## src/phc_pkg.sv

```systemverilog
// Shared types and constants of the polygon half-plane clipper.
package phc_pkg;

    localparam int CW   = 24;            // coordinate width
    localparam int XW   = CW + 1;        // coordinate difference
    localparam int PW   = 2 * XW;        // one product of the side test
    localparam int SW   = PW + 1;        // side test value
    localparam int DW   = SW + 1;        // denominator u+v
    localparam int LW   = SW / 2 + 1;    // low slice of a side magnitude
    localparam int HW   = SW - LW;       // high slice
    localparam int PRW  = CW + LW + 1;   // partial product
    localparam int NW   = CW + DW;       // numerator p*v + q*u
    localparam int CNTW = $clog2(CW);    // step counter
    localparam int IDXW = 2;             // register index
    localparam int QD   = 2;             // queue depth
    localparam int QPW  = $clog2(QD);

    localparam logic [IDXW-1:0] REG_AX = 2'd0;
    localparam logic [IDXW-1:0] REG_AY = 2'd1;
    localparam logic [IDXW-1:0] REG_BX = 2'd2;
    localparam logic [IDXW-1:0] REG_BY = 2'd3;

    typedef logic signed [CW-1:0] t_coord;
    typedef logic signed [SW-1:0] t_side;

    typedef struct packed {
        t_coord ax;
        t_coord ay;
        t_coord bx;
        t_coord by;
    } t_line;

    typedef struct packed {
        t_coord px;
        t_coord py;
        t_coord cx;
        t_coord cy;
        t_side  cp;
        t_side  cc;
        logic   have_prev;
        logic   closing;
    } t_entry;

endpackage

```

## src/phc_queue.sv

```systemverilog
// Short queue of classified items between front and back.
module phc_queue import phc_pkg::*; (
    input  logic   i_clk,
    input  logic   i_rst_n,
    input  logic   i_push,
    input  t_entry i_entry,
    output logic   o_push_ready,
    output logic   o_valid,
    output t_entry o_entry,
    input  logic   i_pop
);
    t_entry r_mem [QD];
    logic [QPW-1:0] r_wp, r_rp;
    logic [QPW:0]   r_cnt;
    logic do_push, do_pop;

    assign o_push_ready = (r_cnt != (QPW+1)'(QD));
    assign o_valid      = (r_cnt != '0);
    assign o_entry      = r_mem[r_rp];
    assign do_push      = i_push && o_push_ready;
    assign do_pop       = i_pop && o_valid;

    always_ff @(posedge i_clk) begin
        if (do_push) begin
            r_mem[r_wp] <= i_entry;
        end
    end

    always_ff @(posedge i_clk) begin
        if (!i_rst_n) begin
            r_wp  <= '0;
            r_rp  <= '0;
            r_cnt <= '0;
        end else begin
            if (do_push) begin
                r_wp <= (r_wp == QPW'(QD - 1)) ? '0 : r_wp + 1'b1;
            end
            if (do_pop) begin
                r_rp <= (r_rp == QPW'(QD - 1)) ? '0 : r_rp + 1'b1;
            end
            if (do_push && !do_pop) begin
                r_cnt <= r_cnt + 1'b1;
            end else if (do_pop && !do_push) begin
                r_cnt <= r_cnt - 1'b1;
            end
        end
    end

    a_cnt_bound: assert property (@(posedge i_clk) disable iff (!i_rst_n)
        r_cnt <= (QPW+1)'(QD))
        else $error("queue count beyond depth");

    a_full_push: assert property (@(posedge i_clk) disable iff (!i_rst_n)
        (r_cnt == (QPW+1)'(QD)) && !do_pop |=> (r_cnt == (QPW+1)'(QD)))
        else $error("full queue lost an item");

    a_empty_pop: assert property (@(posedge i_clk) disable iff (!i_rst_n)
        (r_cnt == '0) && !do_push |=> (r_cnt == '0))
        else $error("empty queue gained an item");

endmodule

```

## config.mk

```make
export PLATFORM = sky130hd
export DESIGN_NAME = phc_queue
export DESIGN_NICKNAME = d
export VERILOG_FILES = /design/src/phc_pkg.sv /design/src/phc_queue.sv
export SDC_FILE = /design/constraint.sdc
export NUM_CORES = 1
export LEC_CHECK = 0
export BUFFER_PORTS_ARGS = -buffer_cell sky130_fd_sc_hd__buf_2
export CAP_MARGIN = 30
export CORE_MARGIN = 2
export CORE_UTILIZATION = 52
export DETAILED_ROUTE_END_ITERATION = 16
export HOLD_SLACK_MARGIN = 0.02
export PLACE_DENSITY = 0.79
export RECOVER_POWER = 50
export REMOVE_ABC_BUFFERS = 1
export SLEW_MARGIN = 40
export SYNTH_ARGS = -nofsm -noshare
export SYNTH_HDL_FRONTEND = slang
export SYNTH_SLANG_ARGS = --single-unit
```

## constraint.sdc

```tcl
create_clock -name i_clk -period 6.9 [get_ports i_clk]
set_input_delay 1.035 -clock i_clk [delete_from_list [all_inputs] [get_ports i_clk]]
set_output_delay 1.035 -clock i_clk [all_outputs]
set_load 0.05 [all_outputs]
```

* Yosys cells after proc, flatten, opt, wreduce, memory -nomap -nowiden
Memories as Yosys holds them, arrays and structs flattened. A register that Yosys moved wholly into a read port is not among the register bits. Cells that the tools add are included.
Storage, ports and cells: memories kept 1, bits in registers 4, logic and storage cells 25, bits in writable memories 400, output and inout bits 202, bits in read-only memories 0, input bits 204, bits in latches 0
Cells by class: bitwise logic cells 0, eq/ne operators 1, $mul 0, reductions and logical operators 8, shifts and indexed selects 0, divide/modulo/power cells 0, $add $sub $neg 4, order comparisons 0, muxes and demuxes 8
Memory list:
- r_mem | words 2, bits a word 200, rd ports 1, clocked after memory_dff 1, wr ports 1, line phc_queue.sv:12 | t_entry r_mem [QD];
Operators by type and width (number):
- 1-bit 2-to-1 mux | 6
- 1-bit logical AND | 4
- 2-bit 2-to-1 mux | 2
- 2-bit nonzero test | 2
- 1-bit adder, second input constant | 2
- 2-bit by 1-bit adder with 2-bit output, second input constant | 1
- 1-bit zero test | 2
- 2-bit != test, second input constant | 1
- 2-bit by 1-bit subtractor with 2-bit output, second input constant | 1

* Depth between registers and ports, before layout
depth after elaboration 6, depth in mapped cells 6, gate-level depth less buffers 6

* Worst setup path before layout
OpenSTA, ideal clock, no wires.
path type input -> register, start in i_push, end mem r_mem[1][0] in the netlist's numbering, enable pin, stages on the path 1, buffers on the path 0, library setup time 586 ps, arrival 5654 ps, required time 6314 ps, slack 660 ps, cell sequence and3_1
On the way: cells in the longest elaborated chain, start to end 3
Ends and longest elaborated chain:
- start: declaration | line phc_queue.sv:5 | input logic i_push,
- 1-bit logical AND | line phc_queue.sv:20 | assign do_push = i_push && o_push_ready;
- 1-bit 2-to-1 mux | line phc_queue.sv:24 | if (do_push) begin
- 1-bit 2-to-1 mux (implied by the code) | line phc_queue.sv:25 | r_mem[r_wp] <= i_entry;
- end: declaration | line phc_queue.sv:12
Every way passes these cells.

* Worst setup path after layout
start reg r_cnt[0], end mem r_mem[1][169] in the netlist's numbering, enable pin
On the way: cells in the longest elaborated chain, start to end 4
Ends and longest elaborated chain:
- start: declaration | line phc_queue.sv:14 | logic [QPW:0] r_cnt;
- start signal: assignment | line phc_queue.sv:42 | r_cnt <= r_cnt + 1'b1;
- start signal: assignment | line phc_queue.sv:44 | r_cnt <= r_cnt - 1'b1;
- 2-bit != test | line phc_queue.sv:17 | assign o_push_ready = (r_cnt != (QPW+1)'(QD));
- 1-bit logical AND | line phc_queue.sv:20
- 1-bit 2-to-1 mux | line phc_queue.sv:24
- 1-bit 2-to-1 mux (implied by the code) | line phc_queue.sv:25
Every way passes these cells.

==> metrics.yaml <==
drt_wl_total_um: 29200
maxCapViolations: 0
total_leakage_power_nw: 6.55
timing.final.max_slew_violations: 0
cts_made_buffers: 40
ys_warn_count: 0
post-cts-setup-buffers: 0
global_route_wire_length_before_repair_um: 41600
worst_setup_path_type: "register to register"
drtIter0Drc: 440
viasPerCell: 5.05
worst_ep_arrival_time_ps: 3650
synth_top_family_by_area: "multiplexers"
die_w_um: 172
floorplan.core_area_sq_um: 27900
yosys-mux-area-fraction_pct: 15.3
hpwl_um: 19300
share_of_the_synthesized_area_in_compound_gates_ao_oa_aoi_oai_pct: 0.238
clkTransAtPathRegs_ps: 50
wire_per_inst_um: 19.6
finClkSkew_ps: 11.4
vdd.ir_drop.worst_mv: 0.362
synth_xor_xnor_area_share_pct: 0.178
final-seq-area_sq_um: 12100
layout_min_cycle_time_ps: 3520
use_met2_pct: 32.8
setup-violations-final: 0
fp-row-count: 61
globalRoute.busiestLayer: "met2"
number_of_vias_in_the_routed_layout: 7518
cts.root.buffer_cell: "sky130_fd_sc_hd__clkbuf_16"
fmax_mhz: 284
globalRoute.totalOverflow: 0
initial_standard_cell_utilization_of_the_core_pct: 52.9
detail-route-antenna-nets: 0
cp_data_required_time_ps: 7030
grt_start_max_net_pins: 97
cts_hold_buf: 0
total_power_mw: 7.97
die_h_um: 172
synth_fa_ha_area_share_pct: 0.0848
tritoncts_num_sinks: 405
post_cts_resized: 0
number_of_distinct_library_cell_variants_in_the_gate_level_netlist_after_synthesis: 20
relSlewSlack_pct: 16.0
critical_path_peak_fanout: 55
groute.usage.overall_pct: 18.5
sum_neg_setup_slack_ps: 0
detail_route.first_pass.iterations: 4
class_of_the_tightest_hold_or_removal_check: "register to register"
antenna_found_initial: 6
final.period_utilization_pct: 51.0
netlist_instances: 646
cts_tree: "built"
critical_path.startpoint_type: "register"
multiInputGateArea_sq_um: 2380
num_io_pins: 406
grt_util_met1_pct: 20.7
floorplan.die_area_sq_um: 29700
detail_route.drc_violations: 0
max-clock-path-buffers: 3
ys_seq_elements: 405
hold_violations: 0
drive_gt1_share_pct: 51.1
layout.nets: 1284
rsz_0062_raised_after_global_routing: "no"
clock_latency_ps: 510
growth_of_design_area_from_synthesis_to_finish_pct: 24.0
synthSimpleGateAreaFrac_pct: 0.441
post_synthesis_sequential_area_ratio_pct: 82.1
power_density_nw_per_um2: 436
grt_pass1_vias: 7723
buffer_ports.inserted: 405
worst-slew-pin-transition_ps: 1260
synth_flop_cell: "sky130_fd_sc_hd__edfxtp_1"
asyncSetResetFlopFracSynth_pct: 0
final.fill_count: 1933
syn_area_sq_um: 14700
critical_path.endpoint_type: "register"
gr-usage-met3_pct: 5.86
outcome: "complete, no violations"
place.gp.congestion: 0.729
maximum_level_of_the_cts_h_tree: 2
synthesis.area_per_instance_sq_um: 22.8
synth_enable_flop_cells: 400
-- placed cells by master, fill, tap and decap left out, types with 2 or more instances in the layout --
| cell | count |
|---|---|
| sky130_fd_sc_hd__and2_1 | 2 |
| sky130_fd_sc_hd__o21ai_0 | 2 |
| sky130_fd_sc_hd__edfxtp_1 | 400 |
| sky130_fd_sc_hd__clkinvlp_4 | 2 |
| sky130_fd_sc_hd__dfxtp_1 | 4 |
| sky130_fd_sc_hd__diode_2 | 3 |
| sky130_fd_sc_hd__clkbuf_1 | 119 |
| sky130_fd_sc_hd__mux2_2 | 200 |
| sky130_fd_sc_hd__buf_6 | 2 |
| sky130_fd_sc_hd__bufinv_16 | 4 |
| sky130_fd_sc_hd__xnor2_1 | 2 |
| sky130_fd_sc_hd__buf_2 | 301 |
| sky130_fd_sc_hd__clkinv_2 | 4 |
| sky130_fd_sc_hd__buf_4 | 3 |
| sky130_fd_sc_hd__clkbuf_16 | 41 |
| sky130_fd_sc_hd__buf_16 | 2 |
| sky130_fd_sc_hd__clkbuf_8 | 2 |
| sky130_fd_sc_hd__and2_0 | 2 |
| sky130_fd_sc_hd__a21boi_0 | 2 |
| sky130_fd_sc_hd__clkinv_1 | 3 |
-- critical path: stages, from the launching register on --
cell                       delay, ps
sky130_fd_sc_hd__dfxtp_1         420
sky130_fd_sc_hd__nand2b_1        240
sky130_fd_sc_hd__and3_1         1030
sky130_fd_sc_hd__buf_4           750
sky130_fd_sc_hd__buf_4           660
-- sequential cells by signal, indices dropped and copies added, names as in the netlist, named ones only --
name / count
r_cnt: 2
r_mem: 400
r_rp: 1
r_wp: 1
-- per-stage QoR --
stage	area (sq um)	util, %	hold WS [ps]	setup WS, ps	std cells
after floorplan	14500	-	512	268	624
after global placement	17100	61.3	533	3530	1413
after detailed placement	17100	61.5	562	3500	1415
after CTS	18400	66.1	568	3710	1487
after global routing	18300	65.7	582	3060	1490
final	18300	65.7	558	3380	1490
-- cells by family after synthesis --
| family | after synthesis |
|---|---|
| XOR/XNOR | 3 |
| multiplexers | 200 |
| buffers and inverters | 23 |
| adder cells (fa/ha/maj) | 1 |
| AND/OR/NAND/NOR | 9 |
| AO/OA/AOI/OAI | 5 |
| flip-flops | 405 |
-- per-layer routing --
| metal | vias up | wire, um |
|---|---|---|
| li1 | 3467 | - |
| met1 | 3675 | 10500 |
| met2 | 306 | 15300 |
| met3 | 64 | 2560 |
| met4 | 6 | 744 |
| met5 | - | 34 |
-- synth_stat cells (2+ instances only) --
cell,number,share of area [%]
sky130_fd_sc_hd__and2_1,4,0.17
sky130_fd_sc_hd__dfxtp_1,5,0.68
sky130_fd_sc_hd__buf_6,20,1.5
sky130_fd_sc_hd__mux2_2,200,15
sky130_fd_sc_hd__xnor2_1,2,0.12
sky130_fd_sc_hd__buf_4,2,0.10
sky130_fd_sc_hd__edfxtp_1,400,81
-- path summary, 6_finish.rpt --
kind / from / end / slack [ps] / cells past startpoint
max: r_cnt[0]$_SDFFE_PN0P_ / r_mem[1][169]$_DFFE_PP_ / 3380 / 4
min: r_cnt[1]$_SDFFE_PN0P_ / r_cnt[1]$_SDFFE_PN0P_ / 560 / 2
max reg2reg: r_cnt[0]$_SDFFE_PN0P_ / r_mem[1][169]$_DFFE_PP_ / 3380 / 4
min reg2reg: r_cnt[1]$_SDFFE_PN0P_ / r_cnt[1]$_SDFFE_PN0P_ / 560 / 2
-- area by class of cell --
cell class                 count  area share, %
antenna                        3         0.0410
clock buffer                  58           6.07
clock inverter                14          0.958
inverter                       1         0.0616
multi-input combinational    218           13.0
sequential                   405           66.2
tap                          378           2.59
timing repair buffer         413           11.0
-- where the power goes --
| part | internal (mW) | switching [mW] |
|---|---|---|
| registers | 3.07 | 0.0711 |
| logic | 0.720 | 2.00 |
| clock network | 1.27 | 0.836 |
| total | 5.06 | 2.90 |
(Power assumes the default switching activity.)
